## config.mk

```make
export PLATFORM = sky130hd
export DESIGN_NAME = imhq_ctrl
export DESIGN_NICKNAME = d
export VERILOG_FILES = /design/src/rtl/imhq_pkg.sv /design/src/rtl/imhq_ctrl.sv
export SDC_FILE = /design/constraint.sdc
export NUM_CORES = 1
export LEC_CHECK = 0
export BUFFER_PORTS_ARGS = -buffer_cell sky130_fd_sc_hd__buf_2
export CAP_MARGIN = 20
export CORE_UTILIZATION = 47
export DETAILED_ROUTE_END_ITERATION = 8
export GPL_ROUTABILITY_DRIVEN = 0
export PLACE_DENSITY_LB_ADDON = 0.15
export SLEW_MARGIN = 5
export SYNTH_ARGS = -nofsm -noshare
export SYNTH_HDL_FRONTEND = slang
export SYNTH_SLANG_ARGS = --single-unit
```

## constraint.sdc

```tcl
create_clock -name clk -period 2.7 [get_ports clk]
set_input_delay 0.675 -clock clk [delete_from_list [all_inputs] [get_ports clk]]
set_output_delay 0.675 -clock clk [all_outputs]
set_load 0.05 [all_outputs]
```

## src/rtl/imhq_pkg.sv

```systemverilog
// imhq_pkg: shared types and constants of the indexed min-heap queue
// depends on: nothing
package imhq_pkg;

    localparam int DEF_CAPACITY = 1024;
    localparam int DEF_ID_BITS  = 12;

    localparam int FUNC_W   = 2;
    localparam int ID_W     = 12;
    localparam int KEY_W    = 32;
    localparam int STATUS_W = 3;
    localparam int OCC_W    = 11;

    typedef enum logic [FUNC_W-1:0] {
        FN_INSERT = 2'd0,
        FN_POP    = 2'd1,
        FN_CHANGE = 2'd2,
        FN_DELETE = 2'd3
    } func_t;

    typedef enum logic [STATUS_W-1:0] {
        ST_OK      = 3'd0,
        ST_EMPTY   = 3'd1,
        ST_FULL    = 3'd2,
        ST_ABSENT  = 3'd3,
        ST_PRESENT = 3'd4
    } status_t;

    typedef enum logic [4:0] {
        S_CLEAR, S_IDLE, S_LOOKUP, S_POP_TAKE, S_POP_MOVE, S_DEL_MOVE,
        S_SET_CHK, S_SET_CMP, S_UP_CHK, S_UP_CMP, S_DN_CHK, S_DN_L,
        S_DN_R, S_DN_CMP, S_FINAL, S_DONE
    } state_t;

    typedef enum logic [4:0] {
        CMD_NONE, CMD_CLEAR, CMD_ACCEPT, CMD_FAIL, CMD_INS, CMD_POP_RD1,
        CMD_POP_TAKE, CMD_POP_MOVE, CMD_CHG, CMD_DEL, CMD_DEL_MOVE,
        CMD_RD_PARENT, CMD_UP_MOVE, CMD_RD_LEFT, CMD_TAKE_LEFT,
        CMD_TAKE_RIGHT, CMD_DN_MOVE, CMD_FINAL, CMD_EMIT
    } cmd_t;

    // controller to datapath
    typedef struct packed {
        cmd_t    cmd;
        status_t st;
    } ctl_t;

    // datapath to controller
    typedef struct packed {
        func_t func;
        logic  in_valid;
        logic  clr_last;
        logic  pos_zero;
        logic  pos_last;
        logic  full;
        logic  cnt_zero;
        logic  cnt_gt1;
        logic  k_gt1;
        logic  kid_in;
        logic  c_lt_cnt;
        logic  par_gt;
        logic  par_ge;
        logic  dn_stop;
        logic  out_busy;
    } sts_t;

endpackage

```

## src/rtl/imhq_ctrl.sv

```systemverilog
// imhq_ctrl: sequencer of the heap queue, one operation at a time
// depends on: imhq_pkg
module imhq_ctrl (
    input  logic           clk,
    input  logic           rst_n,
    input  imhq_pkg::sts_t sts,
    output imhq_pkg::ctl_t ctl,
    output logic           in_ready
);
    import imhq_pkg::*;

    state_t state_reg, state_next;

    // state register
    always_ff @(posedge clk or negedge rst_n)
    begin
        if (!rst_n)
        begin
            state_reg <= S_CLEAR;
        end
        else
        begin
            state_reg <= state_next;
        end
    end

    // next state and commands
    always_comb
    begin
        state_next = state_reg;
        ctl.cmd    = CMD_NONE;
        ctl.st     = ST_OK;
        in_ready   = 1'b0;
        unique case (state_reg)
            S_CLEAR:
            begin
                ctl.cmd = CMD_CLEAR;
                if (sts.clr_last)
                begin
                    state_next = S_IDLE;
                end
            end
            S_IDLE:
            begin
                in_ready = 1'b1;
                if (sts.in_valid)
                begin
                    ctl.cmd    = CMD_ACCEPT;
                    state_next = S_LOOKUP;
                end
            end
            S_LOOKUP:
            begin
                unique case (sts.func)
                    FN_INSERT:
                    begin
                        if (!sts.pos_zero)
                        begin
                            ctl.cmd = CMD_FAIL;
                            ctl.st  = ST_PRESENT;
                            state_next = S_DONE;
                        end
                        else if (sts.full)
                        begin
                            ctl.cmd = CMD_FAIL;
                            ctl.st  = ST_FULL;
                            state_next = S_DONE;
                        end
                        else
                        begin
                            ctl.cmd = CMD_INS;
                            state_next = S_UP_CHK;
                        end
                    end
                    FN_POP:
                    begin
                        if (sts.cnt_zero)
                        begin
                            ctl.cmd = CMD_FAIL;
                            ctl.st  = ST_EMPTY;
                            state_next = S_DONE;
                        end
                        else
                        begin
                            ctl.cmd = CMD_POP_RD1;
                            state_next = S_POP_TAKE;
                        end
                    end
                    FN_CHANGE:
                    begin
                        if (sts.pos_zero)
                        begin
                            ctl.cmd = CMD_FAIL;
                            ctl.st  = ST_ABSENT;
                            state_next = S_DONE;
                        end
                        else
                        begin
                            ctl.cmd = CMD_CHG;
                            state_next = S_SET_CHK;
                        end
                    end
                    FN_DELETE:
                    begin
                        if (sts.pos_zero)
                        begin
                            ctl.cmd = CMD_FAIL;
                            ctl.st  = ST_ABSENT;
                            state_next = S_DONE;
                        end
                        else
                        begin
                            ctl.cmd = CMD_DEL;
                            state_next = sts.pos_last ? S_DONE : S_DEL_MOVE;
                        end
                    end
                    default: state_next = S_DONE;
                endcase
            end
            S_POP_TAKE:
            begin
                ctl.cmd    = CMD_POP_TAKE;
                state_next = sts.cnt_gt1 ? S_POP_MOVE : S_DONE;
            end
            S_POP_MOVE:
            begin
                ctl.cmd    = CMD_POP_MOVE;
                state_next = S_DN_CHK;
            end
            S_DEL_MOVE:
            begin
                ctl.cmd    = CMD_DEL_MOVE;
                state_next = S_SET_CHK;
            end
            S_SET_CHK:
            begin
                if (sts.k_gt1)
                begin
                    ctl.cmd    = CMD_RD_PARENT;
                    state_next = S_SET_CMP;
                end
                else
                begin
                    state_next = S_DN_CHK;
                end
            end
            S_SET_CMP:
            begin
                if (sts.par_gt)
                begin
                    ctl.cmd    = CMD_UP_MOVE;
                    state_next = S_UP_CHK;
                end
                else
                begin
                    state_next = S_DN_CHK;
                end
            end
            S_UP_CHK:
            begin
                if (sts.k_gt1)
                begin
                    ctl.cmd    = CMD_RD_PARENT;
                    state_next = S_UP_CMP;
                end
                else
                begin
                    state_next = S_FINAL;
                end
            end
            S_UP_CMP:
            begin
                if (sts.par_ge)
                begin
                    ctl.cmd    = CMD_UP_MOVE;
                    state_next = S_UP_CHK;
                end
                else
                begin
                    state_next = S_FINAL;
                end
            end
            S_DN_CHK:
            begin
                if (sts.kid_in)
                begin
                    ctl.cmd    = CMD_RD_LEFT;
                    state_next = S_DN_L;
                end
                else
                begin
                    state_next = S_FINAL;
                end
            end
            S_DN_L:
            begin
                ctl.cmd    = CMD_TAKE_LEFT;
                state_next = sts.c_lt_cnt ? S_DN_R : S_DN_CMP;
            end
            S_DN_R:
            begin
                ctl.cmd    = CMD_TAKE_RIGHT;
                state_next = S_DN_CMP;
            end
            S_DN_CMP:
            begin
                if (sts.dn_stop)
                begin
                    state_next = S_FINAL;
                end
                else
                begin
                    ctl.cmd    = CMD_DN_MOVE;
                    state_next = S_DN_CHK;
                end
            end
            S_FINAL:
            begin
                ctl.cmd    = CMD_FINAL;
                state_next = S_DONE;
            end
            S_DONE:
            begin
                if (!sts.out_busy)
                begin
                    ctl.cmd    = CMD_EMIT;
                    state_next = S_IDLE;
                end
            end
            default: state_next = S_IDLE;
        endcase
    end

endmodule

```

==> out/summary.md <==
The flow ran to the end, and the final reports show no timing, DRC or antenna violations. The largest buffer count on any clock path came out at 2. The final instance area is 937.1 sq um, and the post-synth net total is 119.

Leaving out filler cells and counting taps, the final layout contains 146. From synthesis to final layout, the design area changed by 35.44%. The logs give 0.002556 ns for the maximum clock skew at final layout and 0 for the number of buffers inserted by hold repair at cts.

The run gives 0 as the number of nets with antenna violations after detailed routing. The share of final-layout standard cells stronger than drive strength 1 came out at 0.3588. After legalization and detailed placement, the total HPWL measured 1.547 mm. The number of buffers created by CTS is 3, and the number of endpoints with negative hold slack in the final report is 0. The run gives 0.2639 as the total global-route track usage.

Most common library cell in the layout ignoring fill and taps: buf_2. After clock tree synthesis, the clock-pin slew on the worst setup and hold paths is 0.04 ns. At the worst endpoint, the required time is 2.03 ns. The combinational power share was 0.855. The starting density of the core is 0.5188, and the minimum hold slack is 0.2368 ns. Setup repair after global routing left no endpoint under its margin.

The floorplan step defined a core boundary enclosing 1334 sq um. The post-synthesis cell count is 101, and the number of flops mapped to enable cells by yosys is 0. Critical path start-end classification: primary input to primary output. Dividing the detail-routed via count by the number of cells gives 6.240. Counting tap cells, the placed design contains a total of 143 instances.

Switching part of the total power: 0.5922. For this run, the post-layout net count is 151. The die outline area was 1630 sq um; the global-route wire length before repair was 2.932 mm. The count of routing violations after the opening detailed-route iteration is 48, and the critical path data arrival time is 1.97 ns.

Yosys printed 0 warnings. The tree is rooted in a clkbuf_4. The share of power burned in the clock network came out at 0.059. The via count of the first global-routing pass is 675.

The worst setup path is captured at a primary output. In this run the mean area of a mapped cell was 6.851 sq um. The final-report setup violation count is 0, and the insertion delay of the later-clocked pin in the worst-skew pair is 0.23 ns. Entering global routing, the biggest net connects 22 pins. The logs give 0 for the max-slew violation total from the final report and 377.9 MHz for the maximum frequency from static timing analysis. For this block, the routed nets add up to 1.987 mm of wire.

The post-synthesis cell area came out at 691.9 sq um. TritonCTS built the clock tree. In this run the core area contains 13 standard-cell rows. The floorplan step set the die height to 40.37 um.

The post-route clock period utilization was 0.9800. For the number of clock sinks, the log shows 4. The first-pass detailed-route iteration total was 4. The slew at the pin closest to its max-slew limit came out at 0.3873 ns. The largest fanout of any net on the critical path was 3; the maximum ir drop on the vdd rail was 905.8 uV. The logs give 0 for the total grt overflow and 911 for the total via count in the routed design.

The sequential fraction of the synthesis area was 0.1447; the instance area at placement was 895.9 sq um. STA classifies the critical path startpoint as a primary input. Wire length per cell: 13.61 um. The class of the worst hold path is primary input to asynchronous set/reset pin.

Fill cells in the final layout number 125. After synthesis the netlist holds a flip-flop and latch count of 4. The tool flagged a number of max-cap violations equal to 0. Utilization after layout: 0.7026. The clock period minus worst slack was 2.646 ns. Most used flip-flop cell after synthesis: dfrtp_1.

In the routed design, unresolved DRC markers number 0. The number of different library cells used by synthesis comes to 43. In the layout the commonest cells are 23 x buf_2, 10 x nand2_1, 10 x buf_4, 6 x a21oi_1, 6 x nor2_1.

The register with the most flip-flops in the layout has 4 of them. The tools report the internal power consumption as 500.1 uW. The proportion of register bits with asynchronous set or reset after synthesis was 1.000; the antenna diode count was 0. During placement, the flow inserted port buffers numbering 26.

The buffers inserted during post-CTS setup optimization was 0; the width of the die was 40.37 um. Dividing total power by cell area gives a power density of 1309 nW/um^2. Pin placement for this block handled 27 I/O pins.

The worst relative slew slack came out at 0.7384. For the share of total power in sequential cells, the log shows 0.086. In this run the power spent charging and discharging nets is 726.2 uW. Summed over all cells, the static leakage comes to 0.0004090 uW. The tools report the number of antenna violations at the first check in global routing as 0. The number of levels in the clock H-tree was 1.
## per-layer routing
layer	vias to the layer above	wire length (um)	track usage
li1	453	-	-
met1	415	913	0.3876
met2	43	904	0.3929
met3	0	168	0.05556
met4	0	0	0.04167
met5	-	0	0
## repair_timing
action                                  4_1_cts  5_1_grt
gates resized for setup                       1        5
pin swaps                                     0        1
endpoints found under the setup margin        1        3
## power groups by stage
stage / sequential, uW / combinational [uW] / clock (uW)
after floorplan: 113 / 774 / 0
final: 106 / 1050 / 72.6
after global placement: 106 / 992 / 0
after global routing: 110 / 1130 / 78.8
after CTS: 107 / 1020 / 76.1
after detailed placement: 108 / 1000 / 0
## final cells by class
class	count	area (sq um)	area share
inverters	4	15.01	0.01602
flip-flops and latches	4	100.1	0.1068
clock buffers	3	22.52	0.02403
well taps	15	18.77	0.02003
multi-input cells	85	575.6	0.6142
repair buffers	35	205.2	0.2190
## critical path, cell delays in order
cell and delay, ns:
buf_2 0.10, nor4b_1 0.13, buf_4 0.14, or2_1 0.25
or3b_1 0.36, o211ai_1 0.09, buf_4 0.22
## stage by stage
| stage | TNS, ns | worst slack (ns) | total power [uW] |
|---|---|---|---|
| after floorplan | 0 | 0.08213 | 886.7 |
| after global placement | -0.009890 | -0.009890 | 1098 |
| after detailed placement | -0.02185 | -0.02185 | 1111 |
| after CTS | 0 | 0.03563 | 1199 |
| after global routing | 0 | 0.009566 | 1318 |
| final | 0 | 0.05398 | 1226 |
## cell families after synthesis
group / Yosys count / synth area share
DFF: 4 / 0.1447
AOI/OAI and AO/OA: 37 / 0.3943
and+or+nand+nor: 48 / 0.3942
buffers and inverters: 12 / 0.06690
## synthesized netlist by cell type, types with 2 or more instances
master	instances	area, sq um
nor2_1	6	22.52
a2bb2oi_1	2	17.52
or2_1	2	12.51
dfrtp_1	4	100.1
nor3_1	2	10.01
nor3b_1	2	15.01
a21oi_1	6	30.03
nand2_1	10	37.54
inv_1	4	15.01
nor2b_1	4	25.02
o22ai_1	3	18.77
o221ai_1	3	26.28
nand2b_1	5	31.28
o21ai_0	6	30.03
or2_2	2	12.51
nand3_1	4	20.02
nand3b_1	2	15.01
a22oi_1	2	15.01
clkbuf_1	7	26.28
a311oi_1	2	17.52
## path summary, 6_finish.rpt
path	from	end	slack, ns	depth (start not counted)
max	sts[11]	ctl[4]	0.05	7
min	rst_n	state_reg[1]	0.24	1
max reg2reg	state_reg[0]	state_reg[1]	0.94	5
min reg2reg	state_reg[1]	state_reg[2]	0.76	3
max in group asynchronous	rst_n	state_reg[2]	2.35	1
min in group clk	sts[12]	state_reg[0]	0.75	3
(Power assumes the default switching activity.)
